**src/sv/iba_pkg.sv**
```systemverilog
// ----------------------------------------------------------------------------
// iba_pkg
// Shared types, codes and helpers for the indexed block allocator.
// ----------------------------------------------------------------------------
package iba_pkg;

   // Default sizes, handed to the top level as parameter defaults
   localparam int NUM_BLOCKS_DEF = 128;
   localparam int MAX_INDEX_DEF  = 16;

   // The map memory holds this many blocks per row
   localparam int ROW_BITS = 8;
   localparam int OFF_W    = $clog2(ROW_BITS);

   // Field widths
   localparam int BLOCK_W  = 7;
   localparam int LENGTH_W = 5;
   localparam int ENTRY_W  = 4;

   typedef enum logic {
      ACT_MARK  = 1'b0,
      ACT_ALLOC = 1'b1
   } action_type;

   typedef enum logic [2:0] {
      STAT_ALLOCATED  = 3'd0,
      STAT_START_USED = 3'd1,
      STAT_NO_SPACE   = 3'd2,
      STAT_BAD_LENGTH = 3'd3,
      STAT_MARK_DONE  = 3'd4
   } status_type;

   typedef enum logic [2:0] {
      S_IDLE,
      S_MARK,
      S_COUNT,
      S_ALOAD,
      S_AEMIT
   } state_type;

   typedef struct packed {
      action_type           action;
      logic [BLOCK_W-1:0]   block_number;
      logic [LENGTH_W-1:0]  length;
   } req_type;

   typedef struct packed {
      status_type           status;
      logic [ENTRY_W-1:0]   entry_index;
      logic [BLOCK_W-1:0]   block_location;
      logic                 last;
   } rsp_type;

   // Number of set bits in one row
   function automatic logic [OFF_W:0] row_popcount(input logic [ROW_BITS-1:0] bits);
      logic [OFF_W:0] acc;
      acc = '0;
      for (int i = 0; i < ROW_BITS; i++) begin
         acc = acc + (OFF_W+1)'(bits[i]);
      end
      return acc;
   endfunction

   // Position of the lowest set bit in one row (zero when none is set)
   function automatic logic [OFF_W-1:0] row_first_set(input logic [ROW_BITS-1:0] bits);
      logic [OFF_W-1:0] pos;
      pos = '0;
      for (int i = ROW_BITS - 1; i >= 0; i--) begin
         if (bits[i]) begin
            pos = OFF_W'(i);
         end
      end
      return pos;
   endfunction

endpackage

```
**src/sv/iba_map_mem.sv**
```systemverilog
// ----------------------------------------------------------------------------
// iba_map_mem
// Used-block map: one synchronous row memory with a registered read and
// per-row valid bits, so that a row never written reads as all free.
// ----------------------------------------------------------------------------
module iba_map_mem #(
   parameter int ROWS   = 16,
   parameter int ROW_AW = 4
) (
   input  logic                           clock,
   input  logic                           reset,
   input  logic                           rd_en,
   input  logic [ROW_AW-1:0]              rd_addr,
   output logic [iba_pkg::ROW_BITS-1:0]   rd_data,
   input  logic                           wr_en,
   input  logic [ROW_AW-1:0]              wr_addr,
   input  logic [iba_pkg::ROW_BITS-1:0]   wr_data
);
   import iba_pkg::*;

   logic [ROW_BITS-1:0] mem [ROWS];
   logic [ROWS-1:0]     valid_ff;
   logic [ROW_BITS-1:0] rd_word_ff;
   logic                rd_valid_ff;

   always_ff @(posedge clock) begin
      if (wr_en) begin
         mem[wr_addr] <= wr_data;
      end
      if (rd_en) begin
         rd_word_ff <= mem[rd_addr];
      end
   end

   always_ff @(posedge clock) begin
      if (reset) begin
         valid_ff    <= '0;
         rd_valid_ff <= 1'b0;
      end else begin
         if (wr_en) begin
            valid_ff[wr_addr] <= 1'b1;
         end
         if (rd_en) begin
            rd_valid_ff <= valid_ff[rd_addr];
         end
      end
   end

   // rows never written read as free
   assign rd_data = rd_valid_ff ? rd_word_ff : '0;

endmodule

```
**src/sv/indexed_block_allocator.sv**
```systemverilog
// ----------------------------------------------------------------------------
// indexed_block_allocator
// Free/used bitmap of disk blocks with mark and indexed-file allocation.
// ----------------------------------------------------------------------------
// Usage:
//   Drive req_data and raise start; the transaction is taken at a clock edge
//   where start is high and busy is low. busy stays high until every result
//   of that transaction has been produced.
//   Results leave on rsp_data with rsp_valid high for exactly one cycle each;
//   the receiver cannot stall, so results are never held back.
//   A mark gives one result (status mark done). An allocation gives either a
//   single rejection result or one result per block taken, in ascending
//   block order, with last set on the final one.
// Sequence:
//   The map sits in a row memory of eight blocks per row behind one
//   registered read port. A mark writes back its row with the block set.
//   An allocation sweeps rows from the start row counting free blocks,
//   then returns to the start row and takes blocks, loading each row and
//   emitting from it. A used start block or a bad length is rejected on
//   the start row, and no space once the last row is swept. A new
//   transaction is taken only in idle. Each result appears on rsp_data
//   the cycle after it is formed (output register).
// Reset:
//   Synchronous reset clears the row valid bits, so every block reads free
//   immediately; no clearing pass is needed.
// ----------------------------------------------------------------------------
module indexed_block_allocator #(
   parameter int NUM_BLOCKS = iba_pkg::NUM_BLOCKS_DEF,
   parameter int MAX_INDEX  = iba_pkg::MAX_INDEX_DEF
) (
   input  logic              clock,
   input  logic              reset,
   input  logic              start,
   output logic              busy,
   input  iba_pkg::req_type  req_data,
   output logic              rsp_valid,
   output iba_pkg::rsp_type  rsp_data
);
   import iba_pkg::*;

   localparam int ROWS     = (NUM_BLOCKS + ROW_BITS - 1) / ROW_BITS;
   localparam int ROW_AW   = (ROWS > 1) ? $clog2(ROWS) : 1;
   localparam int CNT_W    = $clog2(MAX_INDEX + ROW_BITS + 1);
   localparam int K_W      = $clog2(MAX_INDEX + 1);
   localparam int TAIL     = NUM_BLOCKS % ROW_BITS;
   localparam logic [ROW_AW-1:0]   LAST_ROW  = ROW_AW'(ROWS - 1);
   localparam logic [ROW_BITS-1:0] LAST_MASK =
      (TAIL == 0) ? {ROW_BITS{1'b1}} : ROW_BITS'((1 << TAIL) - 1);

   state_type             state_ff, state_in;
   logic [ROW_AW-1:0]     row_ff, row_in;
   logic [ROW_AW-1:0]     start_row_ff, start_row_in;
   logic                  first_ff, first_in;
   logic [OFF_W-1:0]      off_ff, off_in;
   logic [LENGTH_W-1:0]   len_ff, len_in;
   logic [BLOCK_W-1:0]    blk_ff, blk_in;
   logic [CNT_W-1:0]      cnt_ff, cnt_in;
   logic [K_W-1:0]        k_ff, k_in;
   logic [ROW_BITS-1:0]   word_ff, word_in;
   logic                  rsp_valid_ff, rsp_valid_in;
   rsp_type               rsp_ff, rsp_in;

   logic                  rd_en;
   logic [ROW_AW-1:0]     rd_addr;
   logic [ROW_BITS-1:0]   rd_data;
   logic                  wr_en;
   logic [ROW_AW-1:0]     wr_addr;
   logic [ROW_BITS-1:0]   wr_data;

   logic [ROW_BITS-1:0]   elig;
   logic [ROW_BITS-1:0]   free_bits;
   logic [ROW_BITS-1:0]   cand;
   logic [OFF_W-1:0]      pick;
   logic [ROW_BITS-1:0]   pick_bit;
   logic [CNT_W-1:0]      cnt_next;
   logic                  len_bad;
   logic                  in_range;
   logic [ROW_AW-1:0]     req_row;

   iba_map_mem #(
      .ROWS   (ROWS),
      .ROW_AW (ROW_AW)
   ) u_map (
      .clock   (clock),
      .reset   (reset),
      .rd_en   (rd_en),
      .rd_addr (rd_addr),
      .rd_data (rd_data),
      .wr_en   (wr_en),
      .wr_addr (wr_addr),
      .wr_data (wr_data)
   );

   // Blocks of the current row that belong to the search: at or after the
   // start block on the first row, and inside the map on the final row.
   always_comb begin
      elig = {ROW_BITS{1'b1}};
      if (first_ff) begin
         elig = elig & ({ROW_BITS{1'b1}} << off_ff);
      end
      if (row_ff == LAST_ROW) begin
         elig = elig & LAST_MASK;
      end
   end

   assign free_bits = ~rd_data & elig;
   assign cnt_next  = cnt_ff + CNT_W'(row_popcount(free_bits));
   assign cand      = ~word_ff & elig;
   assign pick      = row_first_set(cand);
   assign pick_bit  = ROW_BITS'(1) << pick;
   assign len_bad   = (len_ff == '0) || (32'(len_ff) > MAX_INDEX);
   assign in_range  = 32'(req_data.block_number) < NUM_BLOCKS;
   assign req_row   = ROW_AW'(32'(req_data.block_number) >> OFF_W);

   always_comb begin
      state_in     = state_ff;
      row_in       = row_ff;
      start_row_in = start_row_ff;
      first_in     = first_ff;
      off_in       = off_ff;
      len_in       = len_ff;
      blk_in       = blk_ff;
      cnt_in       = cnt_ff;
      k_in         = k_ff;
      word_in      = word_ff;
      rsp_valid_in = 1'b0;
      rsp_in       = '{status: STAT_ALLOCATED, entry_index: '0,
                       block_location: '0, last: 1'b1};
      rd_en        = 1'b0;
      rd_addr      = row_ff + ROW_AW'(1);
      wr_en        = 1'b0;
      wr_addr      = row_ff;
      wr_data      = word_ff;

      unique case (state_ff)
         S_IDLE: begin
            if (start) begin
               // capture the transaction and fetch the row holding its block
               len_in       = req_data.length;
               off_in       = req_data.block_number[OFF_W-1:0];
               blk_in       = req_data.block_number;
               row_in       = req_row;
               start_row_in = req_row;
               first_in     = 1'b1;
               cnt_in       = '0;
               k_in         = '0;
               rd_en        = in_range;
               rd_addr      = req_row;
               if (req_data.action == ACT_MARK) begin
                  if (in_range) begin
                     state_in = S_MARK;
                  end else begin
                     // out-of-range mark: report, leave the map alone
                     rsp_valid_in          = 1'b1;
                     rsp_in.status         = STAT_MARK_DONE;
                     rsp_in.block_location = req_data.block_number;
                  end
               end else begin
                  if (in_range) begin
                     state_in = S_COUNT;
                  end else begin
                     // nothing lies at or after an out-of-range start
                     rsp_valid_in  = 1'b1;
                     rsp_in.status = ((req_data.length == '0) ||
                                      (32'(req_data.length) > MAX_INDEX)) ?
                                     STAT_BAD_LENGTH : STAT_NO_SPACE;
                  end
               end
            end
         end

         S_MARK: begin
            // write back the row with the block set
            wr_en                 = 1'b1;
            wr_addr               = row_ff;
            wr_data               = rd_data | (ROW_BITS'(1) << off_ff);
            rsp_valid_in          = 1'b1;
            rsp_in.status         = STAT_MARK_DONE;
            rsp_in.block_location = blk_ff;
            state_in              = S_IDLE;
         end

         S_COUNT: begin
            priority if (first_ff && rd_data[off_ff]) begin
               rsp_valid_in  = 1'b1;
               rsp_in.status = STAT_START_USED;
               state_in      = S_IDLE;
            end else if (first_ff && len_bad) begin
               rsp_valid_in  = 1'b1;
               rsp_in.status = STAT_BAD_LENGTH;
               state_in      = S_IDLE;
            end else if (32'(cnt_next) >= 32'(len_ff)) begin
               // enough room: go back to the start row and take blocks
               rd_en    = 1'b1;
               rd_addr  = start_row_ff;
               row_in   = start_row_ff;
               first_in = 1'b1;
               state_in = S_ALOAD;
            end else if (row_ff == LAST_ROW) begin
               rsp_valid_in  = 1'b1;
               rsp_in.status = STAT_NO_SPACE;
               state_in      = S_IDLE;
            end else begin
               // advance to the next row, one row per cycle
               rd_en    = 1'b1;
               rd_addr  = row_ff + ROW_AW'(1);
               row_in   = row_ff + ROW_AW'(1);
               first_in = 1'b0;
               cnt_in   = cnt_next;
            end
         end

         S_ALOAD: begin
            word_in  = rd_data;
            state_in = S_AEMIT;
         end

         S_AEMIT: begin
            if (|cand) begin
               // take the lowest free block, one per cycle until the row is exhausted
               rsp_valid_in          = 1'b1;
               rsp_in.status         = STAT_ALLOCATED;
               rsp_in.entry_index    = ENTRY_W'(k_ff);
               rsp_in.block_location = BLOCK_W'({row_ff, pick});
               rsp_in.last           = 1'b0;
               word_in               = word_ff | pick_bit;
               k_in                  = k_ff + K_W'(1);
               if (32'(k_ff) + 1 == 32'(len_ff)) begin
                  rsp_in.last = 1'b1;
                  wr_en       = 1'b1;
                  wr_data     = word_ff | pick_bit;
                  state_in    = S_IDLE;
               end
            end else begin
               // row exhausted: write it back and fetch the next one
               wr_en    = 1'b1;
               wr_data  = word_ff;
               rd_en    = 1'b1;
               rd_addr  = row_ff + ROW_AW'(1);
               row_in   = row_ff + ROW_AW'(1);
               first_in = 1'b0;
               state_in = S_ALOAD;
            end
         end

         default: begin
            state_in = S_IDLE;
         end
      endcase
   end

   always_ff @(posedge clock) begin
      if (reset) begin
         state_ff     <= S_IDLE;
         rsp_valid_ff <= 1'b0;
      end else begin
         state_ff     <= state_in;
         rsp_valid_ff <= rsp_valid_in;
      end
   end

   always_ff @(posedge clock) begin
      row_ff       <= row_in;
      start_row_ff <= start_row_in;
      first_ff     <= first_in;
      off_ff       <= off_in;
      len_ff       <= len_in;
      blk_ff       <= blk_in;
      cnt_ff       <= cnt_in;
      k_ff         <= k_in;
      word_ff      <= word_in;
      rsp_ff       <= rsp_in;
   end

   assign busy      = (state_ff != S_IDLE);
   assign rsp_valid = rsp_valid_ff;
   assign rsp_data  = rsp_ff;

endmodule
```
**config.mk**
```make
export PLATFORM = sky130hd
export DESIGN_NAME = indexed_block_allocator
export DESIGN_NICKNAME = d
export VERILOG_FILES = /design/src/sv/iba_pkg.sv /design/src/sv/iba_map_mem.sv /design/src/sv/indexed_block_allocator.sv
export SDC_FILE = /design/constraint.sdc
export NUM_CORES = 1
export LEC_CHECK = 0
export BUFFER_PORTS_ARGS = -buffer_cell sky130_fd_sc_hd__buf_4
export CAP_MARGIN = 10
export CELL_PAD_IN_SITES_DETAIL_PLACEMENT = 2
export CELL_PAD_IN_SITES_GLOBAL_PLACEMENT = 2
export CORE_ASPECT_RATIO = 1.75
export CORE_MARGIN = 2
export CORE_UTILIZATION = 49
export CTS_CLUSTER_DIAMETER = 200
export DETAILED_ROUTE_END_ITERATION = 8
export PLACE_DENSITY_LB_ADDON = 0.1
export SYNTH_ARGS = -nofsm -noshare
export SYNTH_HDL_FRONTEND = slang
export SYNTH_HIERARCHICAL = 1
export SYNTH_SLANG_ARGS = --single-unit
```
**constraint.sdc**
```tcl
create_clock -name clock -period 16.8 [get_ports clock]
set_input_delay 3.36 -clock clock [delete_from_list [all_inputs] [get_ports clock]]
set_output_delay 3.36 -clock clock [all_outputs]
set_load 0.005 [all_outputs]
```
==> impl_summary.md <==
Die
In this run the standard cell core region covers 0.01911 sq mm. For this configuration, the core starts out at a cell density of 49.74%. The area enclosed by the die boundary is 0.02058 sq mm. The die is 188.3 microns tall. The die boundary width is 109.3 microns. Pin placement for this block handled 33 I/O pins. The number of rows in the core area is 67.

Detailed routing
The post-route DRC violation count is 0. Once detail routing completed, the nets flagged for antenna violations numbered 0. In the final routed layout, each cell accounts on average for 30.43 microns. For this block, the routed nets add up to 28910 microns of wire. The iteration count of the initial detailed-routing pass is 5. The routed layout has 6076 vias. After the first detailed-routing iteration, the DRC count stood at 376. The per-cell via count in the routed design is 6.396.

STA
After layout, the worst setup slack is 9010 ps. In the final timing run, aggregate negative setup slack is 0 ps. The total of endpoints with negative setup slack in the final report is 0.

The total count of hold-check failures in the final report is 0. Setup repair after global routing left no endpoint under its margin. The number of pins exceeding their max-slew limit in the final report came to 0. For this run, the top clock speed supported by timing is 128.4 MHz. The normalized max-slew margin is 20.07%.

The shortest clock period the worst path allows after layout is 7790 ps. The fraction of the cycle the final worst path needs is 46.37%. The transition time at the pin with the least slew margin is 1194 ps. The setup skew after layout is 14.00 ps.

Setup path
The critical path required time is 17020 ps. The setup slack on the worst flop-to-flop path is 9010 ps. In this run the worst path has a maximum fanout of 34.

The worst setup path is launched from a flop. The category of the worst setup path capture point is a flop. For the worst flop-to-flop path, the logic depth is 17.

The endpoint identified for the worst register-to-register timing path is u_map/rd_word_ff[4]. Data on the critical path arrives at its endpoint at 8010 ps. The type of the worst setup path is flop to flop. In this run the critical register-to-register path is launched from off_ff[0].

Yosys
The number of nets in the synthesized netlist is 684. After technology mapping, the gate count stands at 650. Sequential cells were found to cover 61.59% of the synthesized design area. The count of flip-flops with a built-in enable after synthesis is 171.

In the synthesized netlist the dominant register cell turns out to be edfxtp_1. The synthesized design contains 207 register bits. The count of yosys warnings during synthesis is 6.

The post-synthesis instance area is 0.009508 sq mm. The fraction of registers with async set or reset after synthesis is 0%. Synthesis instantiated 66 different standard cells from the library. The average instance area after synthesis is 14.63 sq um.

GRT
The via count of the first global-routing pass is 6681. The total grt overflow is 0. The global-route wire length before repair is 42500 microns. The number of antenna violations at the first check in global routing is 1. The global routing usage summed across all routing layers is 28.86%.

The maximum number of pins on one net before global-route repair is 36.

Finish
Cells fill 56.42% of the core in the end. The fraction of layout cells with a size suffix above 1 is 17.91%. The final non-filler cell area is 0.01078 sq mm. The signed area change from the synthesized netlist to the final layout is 13.41%. The number of nets in the final layout is 730. The most common library cell in the layout ignoring fill and taps is edfxtp_1. 0 antenna diodes ended up in the layout. Leaving out fill and tap cells, the most frequent cells in the layout are edfxtp_1, nor2_1, buf_4, dfxtp_1, mux4_1.

Place
The global placement routability congestion is 0.8323. The total half-perimeter wirelength after legalization and detailed placement is 19850 microns. Before CTS, the worst setup slack after placement is 9074 ps. The cell area reported after detailed placement is 0.01006 sq mm.

Port buffering added 32 buffers.

Worst hold path
The type of the worst min-delay path is flop to flop. The number of instances on the worst hold path is 2. The path with the worst hold slack has its endpoint at u_map/valid_ff[6]. The origin of the worst min-delay path is u_map/valid_ff[6].

Clock tree
The clock insertion delay at the later pin of the skew report is 500 ps. TritonCTS built the clock tree. In this run, CTS created clock tree buffers numbering 20. The count of hold buffers inserted by post-cts repair is 0. The post-cts resize count is 0. The deepest level of the CTS H-tree is 1. CTS saw 207 sinks. The buffer count from post-CTS setup fixing is 0. The clock-pin transition on the worst setup and hold timing paths is 70 ps. The worst-case clock buffer depth is 3.

The cell at the root of the clock tree is clkbuf_16.

Flow run
The number of maximum-capacitance constraint violations is 0.

Power
The static leakage is 3.845 nW. For this design the ratio of total power to cell area is 202.4 mW/mm^2. The worst-case IR drop observed on VDD is 0.1153 mV.

Run status
The flow ran to the end, and the final reports show no timing, DRC or antenna violations.
==> registers in the layout (all words and copies together), names as in the netlist <==
name,flops
u_map/rd_word_ff,8
u_map/mem,128
blk_ff,1
off_ff,2
len_ff,5
rsp_data,15
rsp_valid,1
state_ff,3
start_row_ff,4
first_ff,1
row_ff,4
u_map/rd_valid_ff,1
word_ff,8
u_map/valid_ff,16
cnt_ff,5
k_ff,5
==> synthesized netlist by cell type (6+ instances only) <==
cell type  instances  area (sq um)
a211oi_1           7         52.55
a21o_1             6         45.04
a21oi_1           24         120.1
a311o_1            8         80.08
a31oi_1            7         43.79
and2_1            18         112.6
buf_6              7         78.83
clkbuf_1          17         63.81
dfxtp_1           36         720.7
edfxtp_1         171          5135
ha_1              13         162.7
inv_1             19         71.32
mux4_1            28         735.7
mux4_2            16         360.4
nand2_1           26         97.59
nand2b_1           6         37.54
nand3_1            9         45.04
nor2_1            88         330.3
nor3_1            13         65.06
o21ai_0           11         55.05
o22ai_1            7         43.79
xnor2_1            8         70.07
==> cell families (layout without fill, tap and decap cells) <==
| kind of cell | Yosys count | in the layout | share of synthesized area [%] |
|---|---|---|---|
| buffers and inverters | 51 | 110 | 2.764 |
| AO/OA/AOI/OAI | 116 | 116 | 9.106 |
| XOR/XNOR | 13 | 13 | 1.342 |
| multiplexers | 50 | 50 | 12.29 |
| adder cells (fa/ha/maj) | 18 | 18 | 2.764 |
| AND/OR/NAND/NOR | 195 | 195 | 10.15 |
| flip-flops | 207 | 207 | 61.59 |
==> how the worst max path moves through the flow <==
stage                          end  startpoint
2_1_floorplan  u_map/rd_word_ff[2]   off_ff[0]
3_3_place_gp   u_map/rd_word_ff[4]   off_ff[1]
3_5_place_dp   u_map/rd_word_ff[5]   off_ff[1]
4_1_cts        u_map/rd_word_ff[2]   off_ff[1]
5_1_grt        u_map/rd_word_ff[4]   off_ff[1]
6_report       u_map/rd_word_ff[4]   off_ff[0]
==> routing by layer <==
| layer | track usage (%) | vias up | part of all wire [%] |
|---|---|---|---|
| met5 | 0 | - | 0.042 |
| met4 | 12.85 | 2 | 4.9 |
| met3 | 3.909 | 87 | 4.0 |
| met2 | 54.85 | 200 | 56 |
| met1 | 30.64 | 3149 | 35 |
| li1 | - | 2638 | - |
==> worst max-delay path, cell delays in order, from the launching register on <==
cell and delay (ps):
edfxtp_1 690, or3_1 500, a21oi_1 230, fa_1 470
fa_1 500, fa_1 580, fa_1 230, inv_1 70
fa_1 420, xnor2_1 180, ha_1 320, nand2_1 60
o21ai_0 440, a21oi_1 260, nor3_2 370, a311o_2 980
mux4_1 690, mux4_2 490
==> where the power goes <==
group	internal [mW]	switching [mW]	total [mW]
Combinational	0.396	0.575	0.971
Clock	0.294	0.195	0.490
Sequential	0.660	0.0619	0.722
==> layout make-up <==
class / count / area, sq um
Clock buffer: 24 / 546.8
Clock inverter: 11 / 165.2
Fill cell: 1697 / 8330
Inverter: 19 / 71.32
Multi-Input combinational cell: 392 / 3422
Sequential cell: 207 / 5856
Tap cell: 241 / 301.5
Timing Repair Buffer: 56 / 420.4
==> per-stage QoR <==
stage / power [mW] / hold slack (ps) / std cells
after floorplan: 1.410 / 434.8 / 650
after global placement: 1.613 / 444.9 / 915
after detailed placement: 1.690 / 472.3 / 915
after CTS: 2.189 / 486.6 / 950
after global routing: 2.288 / 516.0 / 950
final: 2.182 / 480.5 / 950
Note: power is estimated with default switching activity, not from simulation.
